### src/sv/kway_merge_min_heap_unit_macros.svh
// Assertion macros for the k-way merge heap unit.
`ifndef KWAY_MERGE_MIN_HEAP_UNIT_MACROS_SVH
`define KWAY_MERGE_MIN_HEAP_UNIT_MACROS_SVH
`ifndef SYNTHESIS
`define KMH_ASSERT_IMP(lbl, clk, rst_n, ante, cons) \
    lbl: assert property (@(posedge clk) disable iff (!rst_n) (ante) |-> (cons)) \
        else $error("assertion failed");
`define KMH_ASSERT_NXT(lbl, clk, rst_n, ante, cons) \
    lbl: assert property (@(posedge clk) disable iff (!rst_n) (ante) |=> (cons)) \
        else $error("assertion failed");
`else
`define KMH_ASSERT_IMP(lbl, clk, rst_n, ante, cons)
`define KMH_ASSERT_NXT(lbl, clk, rst_n, ante, cons)
`endif
`endif

### src/sv/kmh_pkg.sv
// Shared types and constants of the k-way merge heap unit.
package kmh_pkg;
    localparam int CAPACITY = 256;
    localparam int ADDR_W   = $clog2(CAPACITY);
    localparam int CNT_W    = ADDR_W + 1;
    localparam int KEY_W    = 63;
    localparam int SRC_W    = 8;
    localparam int IDX_W    = 16;
    localparam int ENT_W    = KEY_W + SRC_W + IDX_W;

    localparam logic [1:0] FUNC_INSERT = 2'd0;
    localparam logic [1:0] FUNC_POP    = 2'd1;
    localparam logic [1:0] FUNC_FEED   = 2'd2;

    localparam logic [1:0] ST_OK      = 2'd0;
    localparam logic [1:0] ST_EMPTY   = 2'd1;
    localparam logic [1:0] ST_FULL    = 2'd2;
    localparam logic [1:0] ST_NO_FEED = 2'd3;

    typedef struct packed {
        logic [KEY_W-1:0] key;
        logic [SRC_W-1:0] src;
        logic [IDX_W-1:0] idx;
    } t_entry;

    // datapath commands, one per cycle
    typedef enum logic [3:0] {
        OP_NONE, OP_LOAD, OP_RD_PARENT, OP_UP_CMP, OP_UP_LAST,
        OP_RD_ROOT, OP_RD_LAST, OP_DN_START, OP_RD_LEFT, OP_RD_RIGHT,
        OP_DN_CMP, OP_DN_LAST
    } t_op;

    typedef struct packed {
        t_op op;
    } t_cmd;

    typedef struct packed {
        logic do_up;     // accepted word climbs the heap
        logic do_pop;    // accepted word removes the root
        logic at_root;   // moving slot is the root
        logic up_stop;   // parent already ranks first
        logic leaf;      // moving slot has no children
        logic dn_stop;   // moving entry ranks no later than any child it has
        logic [CNT_W-1:0] count;
    } t_stat;

    function automatic logic entry_less(input t_entry a, input t_entry b);
        return {a.key, a.src, a.idx} < {b.key, b.src, b.idx};
    endfunction
endpackage

### src/sv/kmh_ctrl.sv
// Heap controller: sequences insert, pop and feed operations.
module kmh_ctrl (
    input  logic           i_clk,
    input  logic           i_rst_n,
    input  logic           i_valid,
    output logic           o_ready,
    output logic           o_valid,
    input  logic           i_ready,
    input  kmh_pkg::t_stat i_stat,
    output kmh_pkg::t_cmd  o_cmd
);
    import kmh_pkg::*;
`include "kway_merge_min_heap_unit_macros.svh"

    typedef enum logic [3:0] {
        S_IDLE, S_CHECK, S_UP, S_UP_CMP, S_RD_ROOT, S_RD_LAST,
        S_DN_START, S_DN, S_DN_RIGHT, S_DN_CMP, S_OUT
    } t_state;

    t_state r_state, n_state;
    logic r_valid;

    assign o_ready = (r_state == S_IDLE);
    assign o_valid = r_valid;

    always_comb begin
        n_state = r_state;
        o_cmd.op = OP_NONE;
        case (r_state)
            S_IDLE: begin
                // load the word at the accepting edge
                if (i_valid) begin
                    o_cmd.op = OP_LOAD;
                    n_state = S_CHECK;
                end
            end
            S_CHECK: begin
                if (i_stat.do_up) begin
                    n_state = S_UP;
                end else if (i_stat.do_pop) begin
                    n_state = S_RD_ROOT;
                end else begin
                    n_state = S_OUT;
                end
            end
            S_UP: begin
                if (i_stat.at_root) begin
                    o_cmd.op = OP_UP_LAST;
                    n_state = S_OUT;
                end else begin
                    o_cmd.op = OP_RD_PARENT;
                    n_state = S_UP_CMP;
                end
            end
            S_UP_CMP: begin
                o_cmd.op = OP_UP_CMP;
                n_state = i_stat.up_stop ? S_OUT : S_UP;
            end
            S_RD_ROOT: begin
                o_cmd.op = OP_RD_ROOT;
                n_state = S_RD_LAST;
            end
            S_RD_LAST: begin
                o_cmd.op = OP_RD_LAST;
                n_state = S_DN_START;
            end
            S_DN_START: begin
                o_cmd.op = OP_DN_START;
                n_state = (i_stat.count == '0) ? S_OUT : S_DN;
            end
            S_DN: begin
                if (i_stat.leaf) begin
                    o_cmd.op = OP_DN_LAST;
                    n_state = S_OUT;
                end else begin
                    o_cmd.op = OP_RD_LEFT;
                    n_state = S_DN_RIGHT;
                end
            end
            S_DN_RIGHT: begin
                o_cmd.op = OP_RD_RIGHT;
                n_state = S_DN_CMP;
            end
            S_DN_CMP: begin
                o_cmd.op = OP_DN_CMP;
                n_state = i_stat.dn_stop ? S_OUT : S_DN;
            end
            S_OUT: begin
                // hold the result word until taken
                if (i_ready) n_state = S_IDLE;
            end
            default: n_state = S_IDLE;
        endcase
    end

    always_ff @(posedge i_clk) begin
        if (!i_rst_n) begin
            r_state <= S_IDLE;
            r_valid <= 1'b0;
        end else begin
            r_state <= n_state;
            r_valid <= (n_state == S_OUT);
        end
    end

    `KMH_ASSERT_IMP(a_ready_idle, i_clk, i_rst_n, o_ready, !r_valid)
    `KMH_ASSERT_NXT(a_accept_load, i_clk, i_rst_n, i_valid && o_ready, r_state == S_CHECK)
    `KMH_ASSERT_IMP(a_valid_out, i_clk, i_rst_n, r_valid, r_state == S_OUT)
    `KMH_ASSERT_NXT(a_out_hold, i_clk, i_rst_n, r_valid && !i_ready, r_valid)
endmodule

### config.mk
export PLATFORM = sky130hd
export DESIGN_NAME = kmh_ctrl
export DESIGN_NICKNAME = d
export VERILOG_FILES = /design/src/sv/kmh_pkg.sv /design/src/sv/kmh_ctrl.sv
export VERILOG_INCLUDE_DIRS = /design/src /design/src/sv
export SDC_FILE = /design/constraint.sdc
export NUM_CORES = 1
export LEC_CHECK = 0
export ABC_AREA = 0
export BUFFER_PORTS_ARGS = -buffer_cell sky130_fd_sc_hd__buf_2
export CAP_MARGIN = 40
export CORE_MARGIN = 8
export CORE_UTILIZATION = 35
export DETAILED_ROUTE_END_ITERATION = 10
export GPL_TIMING_DRIVEN = 0
export PLACE_DENSITY = 0.71
export SYNTH_ARGS = -nofsm -noshare
export SYNTH_HDL_FRONTEND = slang
export SYNTH_SLANG_ARGS = --single-unit
### constraint.sdc
create_clock -name i_clk -period 2.1 [get_ports i_clk]
set_clock_uncertainty 0.15 [all_clocks]
set_input_delay 0.315 -clock i_clk [delete_from_list [all_inputs] [get_ports i_clk]]
set_output_delay 0.315 -clock i_clk [all_outputs]
set_load 0.1 [all_outputs]
==> impl_metrics.csv, run 1 <==
group,metric,value,unit
status,status,"finished, final reports clean",
min_path,hold_depth,3,
cts,cts_sinks,5,
global_routing,overflow,0,
critical_path,path_class,"reg -> out",
logic_synthesis,synthMuxAreaShare,0,%
critical_path,regToRegSetupSlack,290,ps
logic_synthesis,netlist_instances,71,
sta,slew_violations,0,
cts,numCtsBuffers,3,
floorplan,io_pins,25,
placed_design,io_buffer_count,24,
logic_synthesis,synth_compound_area_share,37.1,%
critical_path,required,1630,ps
global_routing,grt_pass1_wl,2670,um
layout,drive_gt1_share,49.1,%
logic_synthesis,avgSynthCellArea,7.37,um^2
detailed_routing,routed_wl,1830,um
critical_path,arrival,1590,ps
sta,finalCriticalPeriod,2060,ps
critical_path,cp-end-kind,"output pin",
global_routing,grt_max_degree,11,
cts,cts_hold_buf,0,
logic_synthesis,synth-xor-area-share,0,%
job,cap_viol_max_count,0,
global_routing,first_global_vias,653,
sta,hold_viol,0,
sta,rsz0062_at_grt,"true",
logic_synthesis,synth-seq-cells,5,
detailed_routing,vias_per_cell,5.85,
logic_synthesis,synth_top_family_by_area,"compound AO/OA/AOI/OAI gates",
floorplan,initial_core_util,36.0,%
critical_path,rr_worst_depth,7,
min_path,min_from,"i_rst_n",
critical_path,critPathLaunchType,"flop",
logic_synthesis,synth_area,523,um^2
floorplan,die_h,54.7,um
layout,nets,126,
min_path,min_to,"r_state[1]",
logic_synthesis,seq_area_frac_synth,19.1,%
logic_synthesis,synth_top_area_cell,"dfxtp_1",
sta,setup_tns,0,ps
detailed_routing,drtAntennaViolNets,0,
global_routing,antenna_found_initial,0,
cts,h-tree-depth,1,
logic_synthesis,ys_warn_count,0,
logic_synthesis,synth_top_area_share,19.1,%
sta,slew_headroom,68.6,%
layout,area_growth,63.9,%
placed_design,finalWeightedCongestion,0.887,
critical_path,r2r_end,"o_valid",
floorplan,core-area,1450,um^2
detailed_routing,dr.pass1.iters,4,
critical_path,reg2reg_from,"r_state[0]",
layout,fillers,137,
sta,finalCritPeriodShare,97.9,%
global_routing,grtUsageTotal,11.7,%
detailed_routing,drc,0,
cts,cts_root_buffer,"clkbuf_4",
cts,cts_buffer_depth,2,
sta,tightestPinTransition,465,ps
floorplan,dieArea,2990,um^2
floorplan,placementRows,14,
layout,n_antenna_cell,0,
logic_synthesis,synth_adder_area_share,0,%
cts,cts_tree,"yes",
critical_path,critPathMaxFanout,10,
detailed_routing,routedWlPerCell,15.0,um
power,vdd_drop_max,0.981,mV
placed_design,place_hpwl,1310,um
logic_synthesis,synth_fp_nets,90,
power,cellLeakagePower,0.348,nW
cts,clk_pin_slew_worst_paths,40,ps
min_path,min_path_type,"in -> reg",
logic_synthesis,synthSimpleGateAreaFrac,34.7,%
power,powerDensity,1160,nW/um^2
detailed_routing,via_count,714,
sta,setup_viol,0,
logic_synthesis,synth_cell_types,35,
cts,clkLatencyLatePin,240,ps
detailed_routing,drt_iter0_drc,32,
sta,fin_hold_ws,263,ps
sta,fmax,0.486,GHz
critical_path,startpoint,"r_state[3]",
floorplan,fp.dieW,54.7,um
logic_synthesis,synth.area.top_cells,"dfxtp_1 19%, a21oi_1 8.6%, nand2b_1 4.8%",
[stage by stage]
stage / setup WS (ps) / power [W] / std cells / instance area [um^2] / utilization, %
after CTS: 5.81 / 0.000915 / 115 / 785 / 54.0
after global placement: -321 / 0.000739 / 111 / 704 / 48.5
after global routing: -16.0 / 0.00105 / 122 / 857 / 59.0
final: 43.1 / 0.000990 / 122 / 857 / 59.0
after detailed placement: -352 / 0.000742 / 111 / 704 / 48.5
after floorplan: -307 / 0.000645 / 71 / 564 / -
[cell usage in the layout, fill, tap and decap left out, types with 2 or more instances in the layout]
cell type and instances:
buf_2 23, a21oi_1 9, nand2_1 6, buf_4 6, buf_6 5, nor2_1 4
nand2b_1 4, inv_1 3, o21ai_0 3, a31oi_1 3, clkbuf_4 3, nor4_4 2
o21ai_1 2, o22ai_1 2, dfxtp_1 2, dfxtp_2 2
[critical path, cell delays in order (launching register included)]
cell and delay (ps):
dfxtp_4 330, buf_6 120, clkbuf_16 150, a222oi_1 370
o21a_4 200, buf_12 160
[state kept, by name (all words and copies together), names as in the netlist]
register,flops
r_state,4
o_valid,1
[per-layer routing]
metal	up-vias	wire [um]	track usage, %
met5	-	0	0
met4	0	0	3.69
met3	0	182	5.16
met2	35	952	19.2
met1	337	699	13.1
li1	342	-	-
[where the power goes]
group / switching, W / leakage (nW) / internal (W)
clock: 0.0000387 / 0.0150 / 0.0000718
combinational: 0.000474 / 0.291 / 0.000270
sequential: 0.0000181 / 0.0425 / 0.000117
[synthesized netlist by cell type (all sizes together)]
| cell type | instances |
|---|---|
| nand2 | 6 |
| o22a | 1 |
| nor4 | 2 |
| or4 | 1 |
| o32a | 1 |
| a222oi | 1 |
| a31oi | 3 |
| or3 | 1 |
| a211o | 1 |
| nor3 | 1 |
| nand4b | 1 |
| o32ai | 1 |
| dfxtp | 5 |
| o31ai | 1 |
| nand3b | 1 |
| and4 | 1 |
| nor3b | 1 |
| inv | 3 |
| a21oi | 10 |
| nand4bb | 1 |
| buf | 5 |
| o21ai | 5 |
| nor2b | 1 |
| o311ai | 1 |
| clkbuf | 1 |
| nand2b | 5 |
| or4b | 1 |
| o22ai | 3 |
| nor2 | 4 |
| o21a | 2 |
[what timing repair did]
action                     4_1_cts  5_1_grt
resized for setup               16        7
cloned                           0        1
buffers inserted                 0        6
hold endpoints to repair         0        0
setup endpoints to repair        4        3
pin swaps                        1        1
[layout make-up]
cell class	instances	area, um^2	area share (%)
Buffer	6	85.1	9.93
Inverter	3	11.3	1.31
Multi-Input combinational cell	57	417	48.6
Timing Repair Buffer	31	191	22.3
Sequential cell	5	106	12.4
Clock buffer	4	26.3	3.07
Tap cell	16	20.0	2.34
[cells by family (layout without fill, tap and decap cells)]
family          count (synthesis)  after routing
flops                           5              5
simple gates                   27             27
compound gates                 30             30
buf+inv                         9             44
[how the worst max path moves through the flow]
stage | endpoint | slack, ps | cells after the start
after floorplan | o_cmd[2] | -310 | 3
after global placement | o_cmd[1] | -320 | 6
after detailed placement | o_cmd[1] | -350 | 6
after CTS | o_cmd[1] | 6 | 6
after global routing | o_cmd[1] | -20 | 5
final | o_cmd[1] | 40 | 5
(Power assumes the default switching activity.)
==> run 2, diff against run 1 <==
--- a/config.mk
+++ b/config.mk
@@ -8,7 +8,6 @@
 export LEC_CHECK = 0
 export ABC_AREA = 0
 export BUFFER_PORTS_ARGS = -buffer_cell sky130_fd_sc_hd__buf_2
-export CAP_MARGIN = 40
 export CORE_MARGIN = 8
 export CORE_UTILIZATION = 35
 export DETAILED_ROUTE_END_ITERATION = 10
==> constraint.sdc (replaced) <==
create_clock -name i_clk -period 1.97 [get_ports i_clk]
set_clock_uncertainty 0.15 [all_clocks]
set_input_delay 0.2955 -clock i_clk [delete_from_list [all_inputs] [get_ports i_clk]]
set_output_delay 0.2955 -clock i_clk [all_outputs]
set_load 0.1 [all_outputs]
==> impl_metrics.csv, run 2 (synthesis results as in run 1) <==
group,metric,value,unit
min_path,hold_depth,3,
layout,regArea,113,um^2
sta,fmax,0.519,GHz
critical_path,cp.buffers_inverters,2,
min_path,min_path_type,"in -> reg",
critical_path,cp-end-kind,"output pin",
detailed_routing,dr.pass1.iters,4,
critical_path,cp_cell_sequence,"buf_8 -> a222oi_1 -> o21a_4 -> buf_12",
cts,cts_root_buffer,"clkbuf_4",
global_routing,grt_max_degree,11,
sta,fin_hold_ws,265,ps
cts,cts_hold_buf,0,
cts,cts_sinks,5,
placed_design,dp_cells,111,
placed_design,io_buffer_count,24,
detailed_routing,via_count,743,
critical_path,max_stage_delay,390,ps
critical_path,critPathSlowestCell,"a222oi_1",
detailed_routing,routedWlPerCell,14.4,um
layout,mostFrequentLayoutCell,"buf_2",
sta,rsz0062_at_grt,"true",
cts,cts_buffer_depth,2,
placed_design,finalWeightedCongestion,0.875,
floorplan,initial_core_util,36.0,%
floorplan,fp.dieW,54.7,um
cts,numCtsBuffers,3,
floorplan,io_pins,25,
layout,nets,134,
sta,setup_viol,0,
placed_design,dp_slack,-274,ps
sta,slew_headroom,62.0,%
power,cellLeakagePower,0.395,nW
layout,fin_util,65.1,%
cts,h-tree-depth,1,
layout,drive_gt1_share,57.0,%
global_routing,overflow,0,
sta,tightestPinTransition,563,ps
layout,largest_register_ffs,4,
detailed_routing,drtAntennaViolNets,0,
critical_path,critPathLaunchType,"flop",
detailed_routing,drc,0,
critical_path,critPathMaxFanout,7,
global_routing,grtUsageTotal,12.2,%
sta,slew_violations,0,
critical_path,required,1520,ps
critical_path,critPathTopFamily,"compound AO/OA/AOI/OAI gates",
layout,final_cell_mix,"20 x buf_2, 18 x buf_4, 9 x a21oi_1",
critical_path,arrival,1480,ps
floorplan,dieArea,2990,um^2
cts,clkLatencyLatePin,240,ps
power,vdd_drop_max,0.517,mV
layout,fillers,125,
status,status,"finished, final reports clean",
layout,fin_cells,130,
layout,area_growth,80.9,%
global_routing,antenna_found_initial,0,
floorplan,core-area,1450,um^2
detailed_routing,drt_iter0_drc,31,
layout,regMostFlops,"r_state",
cts,cts_tree,"yes",
power,powerDensity,1200,nW/um^2
layout,n_antenna_cell,0,
placed_design,place_hpwl,1250,um
sta,setup_tns,0,ps
cts,clk_pin_slew_worst_paths,40,ps
sta,finalCritPeriodShare,97.9,%
critical_path,crit_cells,4,
global_routing,grt_pass1_wl,2770,um
sta,finalCriticalPeriod,1930,ps
layout,multi_input_area,432,um^2
detailed_routing,routed_wl,1870,um
sta,finalWorstSetupSlack,41.9,ps
critical_path,rr_worst_depth,7,
job,cap_viol_max_count,0,
sta,hold_viol,0,
critical_path,path_class,"reg -> out",
detailed_routing,vias_per_cell,5.72,
floorplan,die_h,54.7,um
global_routing,first_global_vias,648,
floorplan,placementRows,14,
-- run 2: cell types whose count changed in the layout (fill, tap and decap cells not counted), sizes merged --
cell / delta
buf: +8
-- run 2: repair_timing --
action | in CTS | in global routing
endpoints found under the hold margin | 0 | 0
pin swaps | 1 | 2
buffers inserted | 10 | 7
setup endpoints to repair | 5 | 4
gates resized for setup | 26 | 7
gates cloned | 0 | 0
-- run 2: final timing paths --
| path | from | endpoint | slack (ps) |
|---|---|---|---|
| setup / recovery | r_state[2] | o_cmd[1] | 40 |
| setup reg to reg | r_state[0] | o_valid | 130 |
| hold / removal | i_rst_n | r_state[1] | 270 |
| hold reg to reg | r_state[2] | r_state[2] | 560 |
-- run 2: layout make-up --
class / count / area share, %
Multi-Input combinational cell: 57 / 45.6
Timing Repair Buffer: 41 / 29.4
Sequential cell: 5 / 11.9
Buffer: 4 / 7.01
Clock buffer: 4 / 2.78
Tap cell: 16 / 2.12
Inverter: 3 / 1.19
-- run 2: metrics by stage --
step / instance area (um^2) / power [W]
after floorplan: 572 / 0.000697
after CTS: 897 / 0.00109
final: 946 / 0.00114
after detailed placement: 712 / 0.000803
after global placement: 712 / 0.000798
after global routing: 946 / 0.00119
-- run 2: routing by layer --
metal	part of all wire [%]	global-route usage (%)	vias up
li1	-	-	361
met1	40	15.5	347
met2	52	19.4	31
met3	7.0	1.90	4
met4	1.2	5.74	0
met5	0	0	-
-- run 2: power by group --
part           total (W)  switching (W)  internal [W]
combinational   0.000862       0.000520      0.000342
clock           0.000114      0.0000380     0.0000763
sequential      0.000160      0.0000320      0.000128
total            0.00114       0.000590      0.000547
-- run 2: tightest hold or removal path: stages --
cell     delay (ps)
buf_2            80
o21ai_1         110
a21oi_1         130
